[config.mk]
export PLATFORM = sky130hd
export DESIGN_NAME = jpeg_marker_segment_filter
export DESIGN_NICKNAME = d
export VERILOG_FILES = /design/src/rtl/jmsf_pkg.sv /design/src/rtl/jmsf_parse.sv /design/src/rtl/jpeg_marker_segment_filter.sv
export SDC_FILE = /design/constraint.sdc
export NUM_CORES = 1
export LEC_CHECK = 0
export BUFFER_PORTS_ARGS = -buffer_cell sky130_fd_sc_hd__buf_4
export CAP_MARGIN = 10
export CORE_MARGIN = 8
export CORE_UTILIZATION = 50
export DETAILED_ROUTE_END_ITERATION = 6
export HOLD_SLACK_MARGIN = 0.03
export PLACE_DENSITY = 0.64
export SLEW_MARGIN = 20
export SYNTH_ARGS = -nofsm -noshare
export SYNTH_HDL_FRONTEND = slang
export SYNTH_HIERARCHICAL = 1
export SYNTH_SLANG_ARGS = --single-unit
[constraint.sdc]
create_clock -name clk -period 10.6 [get_ports clk]
set_input_delay 1.59 -clock clk [delete_from_list [all_inputs] [get_ports clk]]
set_output_delay 1.59 -clock clk [all_outputs]
set_load 0.01 [all_outputs]
[src/rtl/jmsf_pkg.sv]
// ----------------------------------------------------------------------------
// jmsf_pkg
// Types and constants shared by the JPEG marker segment filter modules.
// ----------------------------------------------------------------------------
package jmsf_pkg;

  localparam logic [7:0]  BYTE_FF    = 8'hFF;
  localparam logic [7:0]  MARK_SOI   = 8'hD8;
  localparam logic [7:0]  MARK_SOS   = 8'hDA;
  localparam logic [3:0]  MARK_SOF_HI = 4'hC;
  localparam logic [15:0] MASK_RESET = 16'hFECC;

  typedef enum logic [2:0] {
    PH_START1 = 3'd0,
    PH_START2 = 3'd1,
    PH_SEGFF  = 3'd2,
    PH_MARKER = 3'd3,
    PH_LENHI  = 3'd4,
    PH_LENLO  = 3'd5,
    PH_SKIP   = 3'd6
  } phase_t;

  typedef enum logic [2:0] {
    R_SCAN_START = 3'd0,
    R_BAD_START  = 3'd1,
    R_MISSING_FF = 3'd2,
    R_FORBIDDEN  = 3'd3,
    R_ENDED      = 3'd4
  } reason_t;

  typedef struct packed {
    phase_t      phase;
    logic [7:0]  marker_code;
    logic [7:0]  length_high;
    logic [15:0] segment_remaining;
    logic        decided;
  } parse_state_t;

  typedef struct packed {
    logic    valid;
    logic    verdict;
    reason_t reason;
  } result_t;

  localparam parse_state_t STATE_RESET = '{
    phase:             PH_START1,
    marker_code:       8'h00,
    length_high:       8'h00,
    segment_remaining: 16'h0000,
    decided:           1'b0
  };

endpackage

[src/rtl/jmsf_parse.sv]
// ----------------------------------------------------------------------------
// jmsf_parse
// Next-state and verdict logic for one byte of the marker segment parser.
// ----------------------------------------------------------------------------
module jmsf_parse (
  input  jmsf_pkg::parse_state_t cur,
  input  logic [7:0]             data_byte,
  input  logic                   end_of_file,
  input  logic [15:0]            forbidden_mask,
  output jmsf_pkg::parse_state_t nxt,
  output jmsf_pkg::result_t      res
);

  logic [15:0] seg_len;
  logic [15:0] seg_rem;
  logic [15:0] rem_dec;
  logic        is_forbidden;

  assign seg_len      = {cur.length_high, data_byte};
  assign seg_rem      = (seg_len >= 16'd2) ? (seg_len - 16'd2) : 16'd0;
  assign rem_dec      = (cur.segment_remaining != 16'd0) ?
                        (cur.segment_remaining - 16'd1) : 16'd0;
  assign is_forbidden = (cur.marker_code[7:4] == jmsf_pkg::MARK_SOF_HI) &&
                        forbidden_mask[cur.marker_code[3:0]];

  always_comb begin
    nxt         = cur;
    res.valid   = 1'b0;
    res.verdict = 1'b1;
    res.reason  = jmsf_pkg::R_ENDED;
    if (!cur.decided) begin
      case (cur.phase)
        jmsf_pkg::PH_START2: begin
          if (data_byte != jmsf_pkg::MARK_SOI) begin
            res.valid  = 1'b1;
            res.reason = jmsf_pkg::R_BAD_START;
          end else begin
            nxt.phase = jmsf_pkg::PH_SEGFF;
          end
        end
        jmsf_pkg::PH_SEGFF: begin
          if (data_byte != jmsf_pkg::BYTE_FF) begin
            res.valid  = 1'b1;
            res.reason = jmsf_pkg::R_MISSING_FF;
          end else begin
            nxt.phase = jmsf_pkg::PH_MARKER;
          end
        end
        jmsf_pkg::PH_MARKER: begin
          nxt.marker_code = data_byte;
          nxt.phase       = jmsf_pkg::PH_LENHI;
        end
        jmsf_pkg::PH_LENHI: begin
          nxt.length_high = data_byte;
          nxt.phase       = jmsf_pkg::PH_LENLO;
        end
        jmsf_pkg::PH_LENLO: begin
          if (is_forbidden) begin
            res.valid  = 1'b1;
            res.reason = jmsf_pkg::R_FORBIDDEN;
          end else begin
            nxt.segment_remaining = seg_rem;
            if (seg_rem == 16'd0) begin
              if (cur.marker_code == jmsf_pkg::MARK_SOS) begin
                res.valid   = 1'b1;
                res.verdict = 1'b0;
                res.reason  = jmsf_pkg::R_SCAN_START;
              end else begin
                nxt.phase = jmsf_pkg::PH_SEGFF;
              end
            end else begin
              nxt.phase = jmsf_pkg::PH_SKIP;
            end
          end
        end
        jmsf_pkg::PH_SKIP: begin
          nxt.segment_remaining = rem_dec;
          if (rem_dec == 16'd0) begin
            if (cur.marker_code == jmsf_pkg::MARK_SOS) begin
              res.valid   = 1'b1;
              res.verdict = 1'b0;
              res.reason  = jmsf_pkg::R_SCAN_START;
            end else begin
              nxt.phase = jmsf_pkg::PH_SEGFF;
            end
          end
        end
        default: begin
          if (data_byte != jmsf_pkg::BYTE_FF) begin
            res.valid  = 1'b1;
            res.reason = jmsf_pkg::R_BAD_START;
          end else begin
            nxt.phase = jmsf_pkg::PH_START2;
          end
        end
      endcase
      // undecided at the last byte of the file
      if (!res.valid && end_of_file) begin
        res.valid   = 1'b1;
        res.verdict = 1'b1;
        res.reason  = jmsf_pkg::R_ENDED;
      end
      if (res.valid) begin
        nxt.decided = 1'b1;
      end
    end
    if (end_of_file) begin
      nxt = jmsf_pkg::STATE_RESET;
    end
  end

endmodule

[src/rtl/jpeg_marker_segment_filter.sv]
// ----------------------------------------------------------------------------
// jpeg_marker_segment_filter
// Byte-serial JPEG marker segment checker giving one verdict per file.
// ----------------------------------------------------------------------------
// Bytes of a file enter on the in_ channel (in_data_byte, in_end_of_file on
// the last byte). Each file yields exactly one item on the out_ channel:
// out_verdict 0 accept, 1 drop, with out_reason. Bytes after the verdict are
// swallowed until the end-of-file byte, which rearms the parser.
// An accepted byte is registered in the input register and parsed from there;
// any verdict it causes is registered in the output register as the parse
// stage advances. Without a stall one byte per cycle is taken sustained; the
// input register and the output register form a two-stage pipeline, so a
// byte is accepted while a verdict waits. When the receiver stalls the
// parse stage holds, and in_ready drops once the input register is full.
// The cfg_ channel writes the forbidden marker mask (bit n forbids marker
// C0+n); cfg_ready is always high. Synchronous reset clears the pipeline,
// rearms the parser and loads the mask with FECC.
// ----------------------------------------------------------------------------
module jpeg_marker_segment_filter (
  input  logic        clk,
  input  logic        rst_n,
  input  logic        in_valid,
  output logic        in_ready,
  input  logic [7:0]  in_data_byte,
  input  logic        in_end_of_file,
  output logic        out_valid,
  input  logic        out_ready,
  output logic        out_verdict,
  output logic [2:0]  out_reason,
  input  logic        cfg_valid,
  output logic        cfg_ready,
  input  logic [15:0] cfg_forbidden_mask
);

  logic                   s1_valid_r, s1_valid_nxt;
  logic [7:0]             s1_byte_r;
  logic                   s1_eof_r;
  logic [15:0]            mask_r;
  jmsf_pkg::parse_state_t st_r, st_nxt;
  jmsf_pkg::result_t      res;
  logic                   out_valid_r, out_valid_nxt;
  logic                   out_verdict_r;
  jmsf_pkg::reason_t      out_reason_r;
  logic                   adv;

  jmsf_parse u_parse (
    .cur            (st_r),
    .data_byte      (s1_byte_r),
    .end_of_file    (s1_eof_r),
    .forbidden_mask (mask_r),
    .nxt            (st_nxt),
    .res            (res)
  );

  // parse stage moves when the result register is free or being emptied
  assign adv       = !out_valid_r || out_ready;
  assign in_ready  = !s1_valid_r || adv;
  assign cfg_ready = 1'b1;

  always_comb begin
    s1_valid_nxt = s1_valid_r;
    if (in_ready) begin
      s1_valid_nxt = in_valid;
    end
    out_valid_nxt = out_valid_r;
    if (adv) begin
      out_valid_nxt = s1_valid_r && res.valid;
    end
  end

  always_ff @(posedge clk) begin
    if (!rst_n) begin
      s1_valid_r  <= 1'b0;
      out_valid_r <= 1'b0;
      st_r        <= jmsf_pkg::STATE_RESET;
      mask_r      <= jmsf_pkg::MASK_RESET;
    end else begin
      s1_valid_r  <= s1_valid_nxt;
      out_valid_r <= out_valid_nxt;
      if (adv && s1_valid_r) begin
        st_r <= st_nxt;
      end
      if (cfg_valid && cfg_ready) begin
        mask_r <= cfg_forbidden_mask;
      end
    end
  end

  always_ff @(posedge clk) begin
    if (in_ready && in_valid) begin
      s1_byte_r <= in_data_byte;
      s1_eof_r  <= in_end_of_file;
    end
    if (adv && s1_valid_r && res.valid) begin
      out_verdict_r <= res.verdict;
      out_reason_r  <= res.reason;
    end
  end

  assign out_valid   = out_valid_r;
  assign out_verdict = out_verdict_r;
  assign out_reason  = out_reason_r;

  a_eof_rearms: assert property (@(posedge clk) disable iff (!rst_n)
    adv && s1_valid_r && s1_eof_r |=>
      !st_r.decided && st_r.phase == jmsf_pkg::PH_START1)
    else $error("end of file did not rearm the parser");

  a_decided_silent: assert property (@(posedge clk) disable iff (!rst_n)
    adv && st_r.decided |=> !out_valid_r)
    else $error("verdict produced after file already decided");

  a_accept_reason: assert property (@(posedge clk) disable iff (!rst_n)
    out_valid_r |-> ((out_verdict_r == 1'b0) == (out_reason_r == jmsf_pkg::R_SCAN_START)))
    else $error("verdict and reason disagree");

  a_remaining_in_skip: assert property (@(posedge clk) disable iff (!rst_n)
    st_r.segment_remaining != 16'd0 |-> st_r.phase == jmsf_pkg::PH_SKIP)
    else $error("payload count left outside skip phase");

endmodule

==> results.cfg, run 1 <==
[logic_synthesis]
avgSynthCellArea_um2 = 8.11
synth_edf_count = 13
synth_top_area_share_pct = 23.4
synth_top_area_cell = dfxtp_1
synth_warnings = 6
synthTopCellsByCount = nand2_1, mux2i_1, dfxtp_1, nor2_1, clkbuf_1
yosysMostFrequentCell = nand2_1
synth_seq_area_share_pct = 31.8
synthTopCellsByArea = dfxtp_1, mux2i_1, nand2_1
syn_nets = 602
post_synth_instance_area_um2 = 4620
synth_ff_type = dfxtp_1
syn_inst = 570
synth_cell_types = 73
async_flop_share_pct = 0
synth_seq_cells = 67

[drt]
antenna_left = 0
first_pass_iters = 5
drc = 0
wirelength_mm = 11.8
routed-via-count = 4232
wl_per_cell_um = 17.0
drtIter0Drc = 275
viasPerCell = 6.11

[hold_path]
hold_path.class = reg -> reg

[die]
dieArea_um2 = 12600
io_pins = 37
core_region_area_um2 = 9110
start_util_pct = 50.7
row_count = 35
die_x_um = 112
die_h_um = 112

[pwr]
peakVddDrop_uv = 68.2
pwr-share-comb_pct = 8.1
p_per_area_nw_per_um2 = 107
leakagePower_nw = 1.82
p_clk_share_pct = 40.8
net-switching-power_mw = 0.150
internal-power_mw = 0.391
pwr-share-seq_pct = 51.1
swShare_pct = 27.7
power_mw = 0.540

[global_route]
antenna_found_initial = 0
grt_pass1_wl_mm = 19.7
grt_pass1_vias = 4020
grt.total_usage_pct = 18.7
grt.overflow.total = 0
grt_max_degree = 91

[timing]
fin_skew_ns = 0.0115
slew_violations = 0
final.min_clock_period_ns = 4.10
setup_violations = 0
max_freq_ghz = 0.244
worst_pin_slew_ns = 0.986
fin_crit_sh_pct = 38.7
finalSetupTns_ns = 0
rsz0062_at_grt = false
final_hold_viol_count = 0
slew-limit-headroom_pct = 34.3

[worst_setup_path]
critPathCaptureType = flip-flop
rrSetupSlack_ns = 6.50
ff2ff_path_depth = 12
critPathLaunch = st_r[1]$_SDFFE_PN0P_
slowest_delay_ns = 0.56
cp-endpoint = out_verdict$_DFFE_PP_
crit_arrival_ns = 4.12
slowest_stage = or4b_4
crit_required_ns = 10.62
reg2reg_from = st_r[1]$_SDFFE_PN0P_
worstSetupPathType = reg -> reg
path_cells = inv_1, ha_1, or4b_4, nor4_4, nor3b_1, mux2i_1, a41oi_1, o21ai_0, nand4_1, a31oi_1, nand2_1, nor2_1
reg2reg_to = out_verdict$_DFFE_PP_
worstPathMaxFanout = 14
start_kind = flip-flop

[cells_and_area]
drive_gt1_share_pct = 13.2
antenna_cells = 0
syn_to_final_growth_pct = 8.83
fin_nets = 609

[outcome]
status = completed

[run]
drv_cap = 0

[clocking]
cts_buffers = 9
cts_root_buffer = clkbuf_8
cts_setup_buffers = 0
clockBufferDepth = 2
cts_resized = 0
clk_latency_ns = 0.34
hold_buffers = 0
clkSinkCount = 67
clk_pin_slew_ns = 0.09
cts_tree = yes
htreeDepth = 3

[placed_design]
dp_hpwl_mm = 8.15
io_buffer_count = 35
gp_congestion = 0.897
==> kinds of logic after synthesis <==
group | Yosys count | synth area share [%]
AO/OA/AOI/OAI | 93 | 13.8
XOR/XNOR | 16 | 3.03
adder cells (fa/ha/maj) | 2 | 0.541
buffers and inverters | 50 | 5.44
flip-flops | 67 | 31.8
multiplexers | 66 | 16.0
other | 1 | 0.0811
AND/OR/NAND/NOR | 275 | 29.3
==> layer usage <==
layer  up-vias  track usage, %  wire, um
met4         0            5.31       136
li1       2050               -         -
met2       152            31.2      5660
met3        14            3.01       622
met5         -               0         0
met1      2016            24.3      5350
==> final cells by class <==
class	count	area, um^2
Multi-Input combinational cell	453	2910
Inverter	10	37.5
Tap cell	111	139
Clock inverter	6	50.0
Timing Repair Buffer	36	270
Sequential cell	67	1470
Clock buffer	10	149
Fill cell	857	4080
==> power groups by stage <==
stage	logic, mW	clock network (mW)	registers (mW)
global route	0.0474	0.237	0.278
global placement	0.0431	0	0.282
finish	0.0436	0.220	0.276
detailed placement	0.0437	0	0.282
CTS	0.0438	0.225	0.276
floorplan	0.0343	0	0.276
==> sequential cells by signal, summed over array words and instances (netlist names) <==
name	count
mask_r	16
out_reason	3
out_valid	1
out_verdict	1
s1_byte_r	8
s1_eof_r	1
s1_valid_r	1
st_r	36
==> placed cells by master (no fill, tap or decap), types with 7 or more instances in the layout <==
cell type / synthesis / routed
nor3_1: 15 / 15
and2_1: 7 / 7
xor2_1: 9 / 9
o21ai_0: 22 / 22
a21oi_1: 21 / 21
o211ai_1: 7 / 7
inv_1: 7 / 7
clkbuf_8: 0 / 9
mux2i_1: 61 / 61
dfxtp_1: 54 / 54
nor2b_1: 8 / 8
edfxtp_1: 13 / 13
nor4_1: 8 / 8
buf_4: 2 / 36
nor2_1: 50 / 50
xnor2_1: 7 / 7
nand4_1: 8 / 8
nand3_1: 8 / 8
nand2_1: 130 / 130
or3_1: 11 / 11
==> worst min path at each step <==
stage	end	startpoint	cells after the start	slack, ns
after floorplan	st_r[0]$_SDFFE_PN0P_	st_r[0]$_SDFFE_PN0P_	2	0.43
after global placement	mask_r[11]$_SDFFE_PN1P_	mask_r[11]$_SDFFE_PN1P_	2	0.44
after detailed placement	mask_r[3]$_SDFFE_PN1P_	mask_r[3]$_SDFFE_PN1P_	2	0.45
after CTS	mask_r[3]$_SDFFE_PN1P_	mask_r[3]$_SDFFE_PN1P_	2	0.47
after global routing	st_r[30]$_SDFFE_PN0P_	st_r[30]$_SDFFE_PN0P_	2	0.49
final	mask_r[3]$_SDFFE_PN1P_	mask_r[3]$_SDFFE_PN1P_	2	0.47
==> critical path: cells and delay by family, from the launching register on <==
kind / cells / cell delay, ns
AND/OR/NAND/NOR: 6 / 1.66
AO/OA/AOI/OAI: 3 / 0.88
adder cells (fa/ha/maj): 1 / 0.43
flip-flops: 1 / 0.40
multiplexers: 1 / 0.29
buffers and inverters: 1 / 0.12
==> through the flow <==
| step | worst slack, ns | cell area [um^2] | instances | utilization, % | hold slack, ns |
|---|---|---|---|---|---|
| 2_1_floorplan | 7.18 | 4620 | 570 | - | 0.431 |
| 4_1_cts | 6.59 | 5020 | 693 | 55.1 | 0.474 |
| 5_1_grt | 6.17 | 5030 | 693 | 55.2 | 0.487 |
| 3_5_place_dp | 6.59 | 4820 | 677 | 52.9 | 0.451 |
| 3_3_place_gp | 6.72 | 4820 | 677 | 52.9 | 0.444 |
| 6_report | 6.50 | 5030 | 693 | 55.2 | 0.468 |
Note: power is estimated with default switching activity, not from simulation.
==> inputs of run 2 (changes only) <==
--- a/config.mk
+++ b/config.mk
@@ -5,13 +5,14 @@
 export SDC_FILE = /design/constraint.sdc
 export NUM_CORES = 1
 export LEC_CHECK = 0
+export ABC_AREA = 1
 export BUFFER_PORTS_ARGS = -buffer_cell sky130_fd_sc_hd__buf_4
 export CAP_MARGIN = 10
 export CORE_MARGIN = 8
 export CORE_UTILIZATION = 50
 export DETAILED_ROUTE_END_ITERATION = 6
 export HOLD_SLACK_MARGIN = 0.03
-export PLACE_DENSITY = 0.64
+export PLACE_DENSITY = 0.67
 export SLEW_MARGIN = 20
 export SYNTH_ARGS = -nofsm -noshare
 export SYNTH_HDL_FRONTEND = slang
==> constraint.sdc (replaced) <==
create_clock -name clk -period 3.6 [get_ports clk]
set_input_delay 0.54 -clock clk [delete_from_list [all_inputs] [get_ports clk]]
set_output_delay 0.54 -clock clk [all_outputs]
set_load 0.01 [all_outputs]
==> run 2 against run 1 <==
  * Count of clock-buffer cells in the layout stayed put
  * Cell area grew 9.9%
  * Sequential power increased to 3.2 times the previous value
  * Critical path depth increased by 2
  * Non-clock buffer count rose by 2
  * Critical endpoint is now out_reason[0]$_DFFE_PP_
==> results.cfg, run 2 <==
[cells_and_area]
regMostFlops = st_r
stdcell_count = 974
layout_common_cells = nand2_1, inv_1, nor2_1, nand3_1, a21oi_1
largest_reg_flops = 36
layout_commonest_cell = nand2_1
fin_util_pct = 56.3
antenna_cells = 0
top_regs = st_r x36, mask_r x16, s1_byte_r x8
fin_area_um2 = 5530
n_fill_cell = 1000
fin_nets = 868
syn_to_final_growth_pct = 8.98
drive_gt1_share_pct = 12.1

[die]
core_region_area_um2 = 9820
die_x_um = 117
io_pins = 37
start_util_pct = 51.6
die_h_um = 117
dieArea_um2 = 13600
row_count = 36

[timing]
setup_violations = 0
slew_violations = 0
fin_skew_ns = 0.0130
worst_pin_slew_ns = 0.826
fin_ws_ns = 0.697
fin_crit_sh_pct = 80.6
finalSetupTns_ns = 0
slew-limit-headroom_pct = 44.9
rsz0062_at_grt = false
final_hold_viol_count = 0
max_freq_ghz = 0.344
holdWs_ns = 0.358
final.min_clock_period_ns = 2.90

[logic_synthesis]
synthTopCellsByCount = nand2_1, inv_1, nor2_1, nand3_1, a21oi_1
synth_fa_ha_area_share_pct = 0.494
synth_top_family_by_area = simple AND/OR/NAND/NOR gates
avgSynthCellArea_um2 = 6.15
synthTopCellsByArea = dfxtp_1, nand2_1, nand3_1
synth_seq_cells = 67
synthMuxAreaShare_pct = 0
yosys.area_share.simple_pct = 40.4
async_flop_share_pct = 0
post_synth_instance_area_um2 = 5070
synth_seq_area_share_pct = 29.0
yosysMostFrequentCell = nand2_1
synth_edf_count = 13
synth-compound-area-share_pct = 16.0
synth_top_area_cell = dfxtp_1
syn_nets = 857
synth_cell_types = 37
syn_inst = 825
synthXorXnorAreaFrac_pct = 0.346
synth_ff_type = dfxtp_1
synth_top_area_share_pct = 21.3
synth_warnings = 6

[worst_setup_path]
slowest_delay_ns = 0.44
rrSetupSlack_ns = 0.70
slowest_stage = edfxtp_1
ff2ff_path_depth = 14
reg2reg_from = s1_byte_r[1]$_DFFE_PP_
path_cells = inv_2, ha_1, nand3_2, nor2_4, nand3_1, nand3_1, nand2_1, nor2_1, nand4_2, nand2_2, nand4_2, a21oi_1, nand2_1, a21oi_1
critical_path_buf_inv_count = 1
worstSetupPathType = reg -> reg
start_kind = flip-flop
critPathCaptureType = flip-flop
crit_arrival_ns = 2.93
path_delay_family = simple AND/OR/NAND/NOR gates
worstPathMaxFanout = 6
crit_required_ns = 3.62
reg2reg_to = out_reason[0]$_DFFE_PP_

[clocking]
cts_tree = yes
hold_buffers = 0
clockBufferDepth = 2
cts_setup_buffers = 0
clkSinkCount = 67
cts_resized = 0
htreeDepth = 3
cts_root_buffer = clkbuf_8
clk_pin_slew_ns = 0.08
cts_buffers = 9
clk_latency_ns = 0.36

[global_route]
grt_pass1_wl_mm = 22.5
antenna_found_initial = 0
grt.total_usage_pct = 20.6
grt.overflow.total = 0
grt_pass1_vias = 4830
grt_max_degree = 74

[hold_path]
hold_path.class = in -> reg
min-delay-start = in_data_byte[0]
worstHoldEndpoint = s1_byte_r[0]$_DFFE_PP_
worstHoldPathCells = 1

[placed_design]
place_ws_ns = 0.746
placed_area_um2 = 5290
dp_hpwl_mm = 9.64
placedCellCount = 958
gp_congestion = 0.941
io_buffer_count = 35

[pwr]
internal-power_mw = 1.46
pwr-share-comb_pct = 23.0
swShare_pct = 32.5
leakagePower_nw = 2.52
peakVddDrop_uv = 254
p_clk_share_pct = 36.1
pwr-share-seq_pct = 40.9
power_mw = 2.17
p_per_area_nw_per_um2 = 392
net-switching-power_mw = 0.705

[drt]
wirelength_mm = 13.5
drtIter0Drc = 407
first_pass_iters = 5
antenna_left = 0
wl_per_cell_um = 13.9
viasPerCell = 5.35
drc = 0
routed-via-count = 5209

[run]
drv_cap = 0

[outcome]
status = completed
run 2: changes by cell type after synthesis, sizes merged, moves of 55 or more:
cell,change
nor2,+74
mux2i,-61
inv,+112
nand3,+103
nand2,+61
a21oi,+55
run 2: cells by family after synthesis:
group / after synthesis
and+or+nand+nor: 443
buffers and inverters: 160
AOI/OAI and AO/OA: 150
DFF: 67
xor gates and xnor gates: 2
adders and majority gates: 2
other: 1
run 2: metal layers:
layer  GRT usage, %  wire (um)  vias up
met2           34.2       6350      151
met3           4.24        691       37
li1               -          -     2683
met5              0          0        -
met1           24.9       6060     2338
met4           9.73        405        0
run 2: layout make-up:
class | instances | area [um^2] | area share, %
Sequential cell | 67 | 1470 | 26.7
Multi-Input combinational cell | 598 | 2900 | 52.5
Inverter | 122 | 458 | 8.29
Tap cell | 133 | 166 | 3.01
Clock inverter | 6 | 113 | 2.04
Clock buffer | 10 | 128 | 2.31
Timing Repair Buffer | 38 | 285 | 5.16
run 2: worst max path at each step:
| stage | start | end | cells past startpoint |
|---|---|---|---|
| 5_1_grt | s1_byte_r[1]$_DFFE_PP_ | out_verdict$_DFFE_PP_ | 14 |
| 3_3_place_gp | s1_byte_r[1]$_DFFE_PP_ | out_verdict$_DFFE_PP_ | 14 |
| 2_1_floorplan | s1_byte_r[1]$_DFFE_PP_ | out_reason[0]$_DFFE_PP_ | 14 |
| 6_report | s1_byte_r[1]$_DFFE_PP_ | out_reason[0]$_DFFE_PP_ | 14 |
| 4_1_cts | s1_byte_r[2]$_DFFE_PP_ | out_reason[0]$_DFFE_PP_ | 14 |
| 3_5_place_dp | s1_byte_r[1]$_DFFE_PP_ | out_reason[0]$_DFFE_PP_ | 14 |
run 2: worst reg2reg max path, stage by stage (launching register included):
cell	delay, ns
edfxtp_1	0.44
inv_2	0.16
ha_1	0.22
nand3_2	0.16
nor2_4	0.17
nand3_1	0.09
nand3_1	0.11
nand2_1	0.07
nor2_1	0.16
nand4_2	0.16
nand2_2	0.12
nand4_2	0.13
a21oi_1	0.16
nand2_1	0.09
a21oi_1	0.34
run 2: power by group through the flow:
stage | Combinational, mW | Sequential (mW) | Clock (mW)
3_3_place_gp | 0.485 | 0.901 | 0
2_1_floorplan | 0.401 | 0.875 | 0
5_1_grt | 0.566 | 0.896 | 0.826
4_1_cts | 0.492 | 0.885 | 0.798
3_5_place_dp | 0.489 | 0.903 | 0
6_report | 0.498 | 0.886 | 0.782
==> inputs of run 3 (changes only) <==
--- a/config.mk
+++ b/config.mk
@@ -5,7 +5,7 @@
 export SDC_FILE = /design/constraint.sdc
 export NUM_CORES = 1
 export LEC_CHECK = 0
-export ABC_AREA = 1
+export ABC_AREA = 0
 export BUFFER_PORTS_ARGS = -buffer_cell sky130_fd_sc_hd__buf_4
 export CAP_MARGIN = 10
 export CORE_MARGIN = 8
==> constraint.sdc (replaced) <==
create_clock -name clk -period 2.5 [get_ports clk]
set_input_delay 0.375 -clock clk [delete_from_list [all_inputs] [get_ports clk]]
set_output_delay 0.375 -clock clk [all_outputs]
set_load 0.01 [all_outputs]
==> run 3 against run 2 <==
  * The run now ends with setup timing left
  * Count of clock-buffer cells in the layout decreased by 1
  * Highest routed layer unchanged
  * Non-clock buffer count increased by 122
  * Power increased by 6.2%
  * Register-to-register slack got worse by 1.2 ns
  * Sequential share of layout area decreased by 3.2 points
  * Sequential power increased by 30%
  * Wire length increased by 0.47%
  * Core utilization increased by 13 points
==> results.cfg, run 3 (synthesis results as in run 1) <==
[clocking]
hold_buffers = 0
clk_pin_slew_ns = 0.08
clockBufferDepth = 2
cts_buffers = 9
clk_latency_ns = 0.36
clkSinkCount = 67
cts_tree = yes
htreeDepth = 3
cts_root_buffer = clkbuf_8

[cells_and_area]
antenna_cells = 0
largest_reg_flops = 36
syn_to_final_growth_pct = 36.1
drive_gt1_share_pct = 36.7
layout_common_cells = buf_4, nand2_1, mux2i_1, dfxtp_1, nor2_1
top_regs = st_r x36, mask_r x16, s1_byte_r x8
fin_nets = 733
regMostFlops = st_r
layout_commonest_cell = buf_4
fin_util_pct = 69.1

[drt]
drc = 0
routed-via-count = 4783
wirelength_mm = 13.6
antenna_left = 0
routed-wl-met3_um = 806
top_layer = met4
drtIter0Drc = 380
viasPerCell = 5.85
wl_met1_mm = 5.71
first_pass_iters = 6
wl_met2_mm = 6.75
wl_per_cell_um = 16.6

[die]
io_pins = 37
die_h_um = 112
die_x_um = 112
start_util_pct = 50.7
row_count = 35
core_region_area_um2 = 9110
dieArea_um2 = 12600

[timing]
worst_pin_slew_ns = 0.828
final_hold_viol_count = 0
slew-limit-headroom_pct = 44.8
max_freq_ghz = 0.333
fin_skew_ns = 0.0129
setup_violations = 27
fin_crit_sh_pct = 120
final.min_clock_period_ns = 3.00
slew_violations = 0
fin_ws_ns = -0.499
rsz0062_at_grt = true
holdWs_ns = 0.190
finalSetupTns_ns = -8.26

[global_route]
grt.overflow.total = 0
antenna_found_initial = 0
grt_max_degree = 91
grt.total_usage_pct = 21.6
grt_pass1_vias = 4711
grt_pass1_wl_mm = 22.6

[worst_setup_path]
crit_required_ns = 2.57
worstPathMaxFanout = 4
crit_arrival_ns = 3.07
critPathCaptureType = flip-flop
start_kind = flip-flop
worstSetupPathType = reg -> reg

[placed_design]
gp_congestion = 0.888
io_buffer_count = 35
dp_hpwl_mm = 9.43

[outcome]
status = finished with violations
violations = setup timing

[pwr]
net-switching-power_mw = 0.661
power_mw = 2.30
swShare_pct = 28.8
peakVddDrop_uv = 272
p_per_area_nw_per_um2 = 365
pwr-share-seq_pct = 50.2
internal-power_mw = 1.64
p_clk_share_pct = 38.2
pwr-share-comb_pct = 11.6
leakagePower_nw = 2.49

[run]
drv_cap = 0

[hold_path]
hold_path.class = in -> reg
==> run 3: cell types whose count changed in the layout (fill, tap and decap cells not counted), sizes merged, moves of 55 or more <==
cell	before	now
buf	38	160
inv	122	16
nand3	111	8
nor2	124	50
mux2i	0	61
nand2	192	131
a21oi	76	21
==> run 3: final cells by class <==
class / count / area (um^2)
Clock buffer: 9 / 124
Clock inverter: 7 / 56.3
Fill cell: 706 / 2820
Inverter: 10 / 40.0
Multi-Input combinational cell: 453 / 3230
Sequential cell: 67 / 1480
Tap cell: 111 / 139
Timing Repair Buffer: 160 / 1230
==> run 3: worst paths after layout <==
path / from / end / slack (ns) / depth (start not counted)
worst min-delay path: in_data_byte[3] / s1_byte_r[3]$_DFFE_PP_ / 0.19 / 1
worst max register to register: st_r[2]$_SDFFE_PN0P_ / out_reason[0]$_DFFE_PP_ / -0.50 / 12
worst min register to register: st_r[30]$_SDFFE_PN0P_ / st_r[30]$_SDFFE_PN0P_ / 0.47 / 2
worst max-delay path: st_r[2]$_SDFFE_PN0P_ / out_reason[0]$_DFFE_PP_ / -0.50 / 12
==> run 3: routing by layer <==
layer / up-vias / GRT usage, %
li1: 2292 / -
met2: 185 / 37.4
met5: - / 0
met3: 35 / 4.51
met1: 2271 / 25.8
met4: 0 / 7.46
==> run 3: critical path: stages (launching register included) <==
cell     delay [ns]
dfxtp_2        0.33
inv_2          0.07
ha_4           0.13
or4b_4         0.49
nor4_4         0.18
nor3b_2        0.23
mux2i_1        0.30
a41oi_2        0.19
o21ai_2        0.20
nand4_1        0.16
a31oi_2        0.21
nand2_2        0.09
nor2_4         0.13
==> run 3: power by group through the flow <==
stage | sequential (mW) | clock, mW | combinational (mW)
after global routing | 1.16 | 0.943 | 0.285
final | 1.15 | 0.878 | 0.267
after detailed placement | 1.18 | 0 | 0.242
after global placement | 1.18 | 0 | 0.236
after CTS | 1.15 | 0.886 | 0.255
after floorplan | 1.17 | 0 | 0.148
==> run 3: what timing repair did <==
item | CTS | global route
pin swaps | 17 | 22
endpoints found under the setup margin | 27 | 27
resized for setup | 40 | 30
gates cloned | 0 | 0
setup buffers | 11 | 7
==> run 3: metrics by stage <==
step / cell area (um^2) / instances / worst slack [ns]
floorplan: 4700 / 570 / -0.450
global placement: 5720 / 787 / -0.568
detailed placement: 5720 / 787 / -0.703
CTS: 6150 / 812 / -0.502
global route: 6290 / 817 / -0.698
finish: 6290 / 817 / -0.499
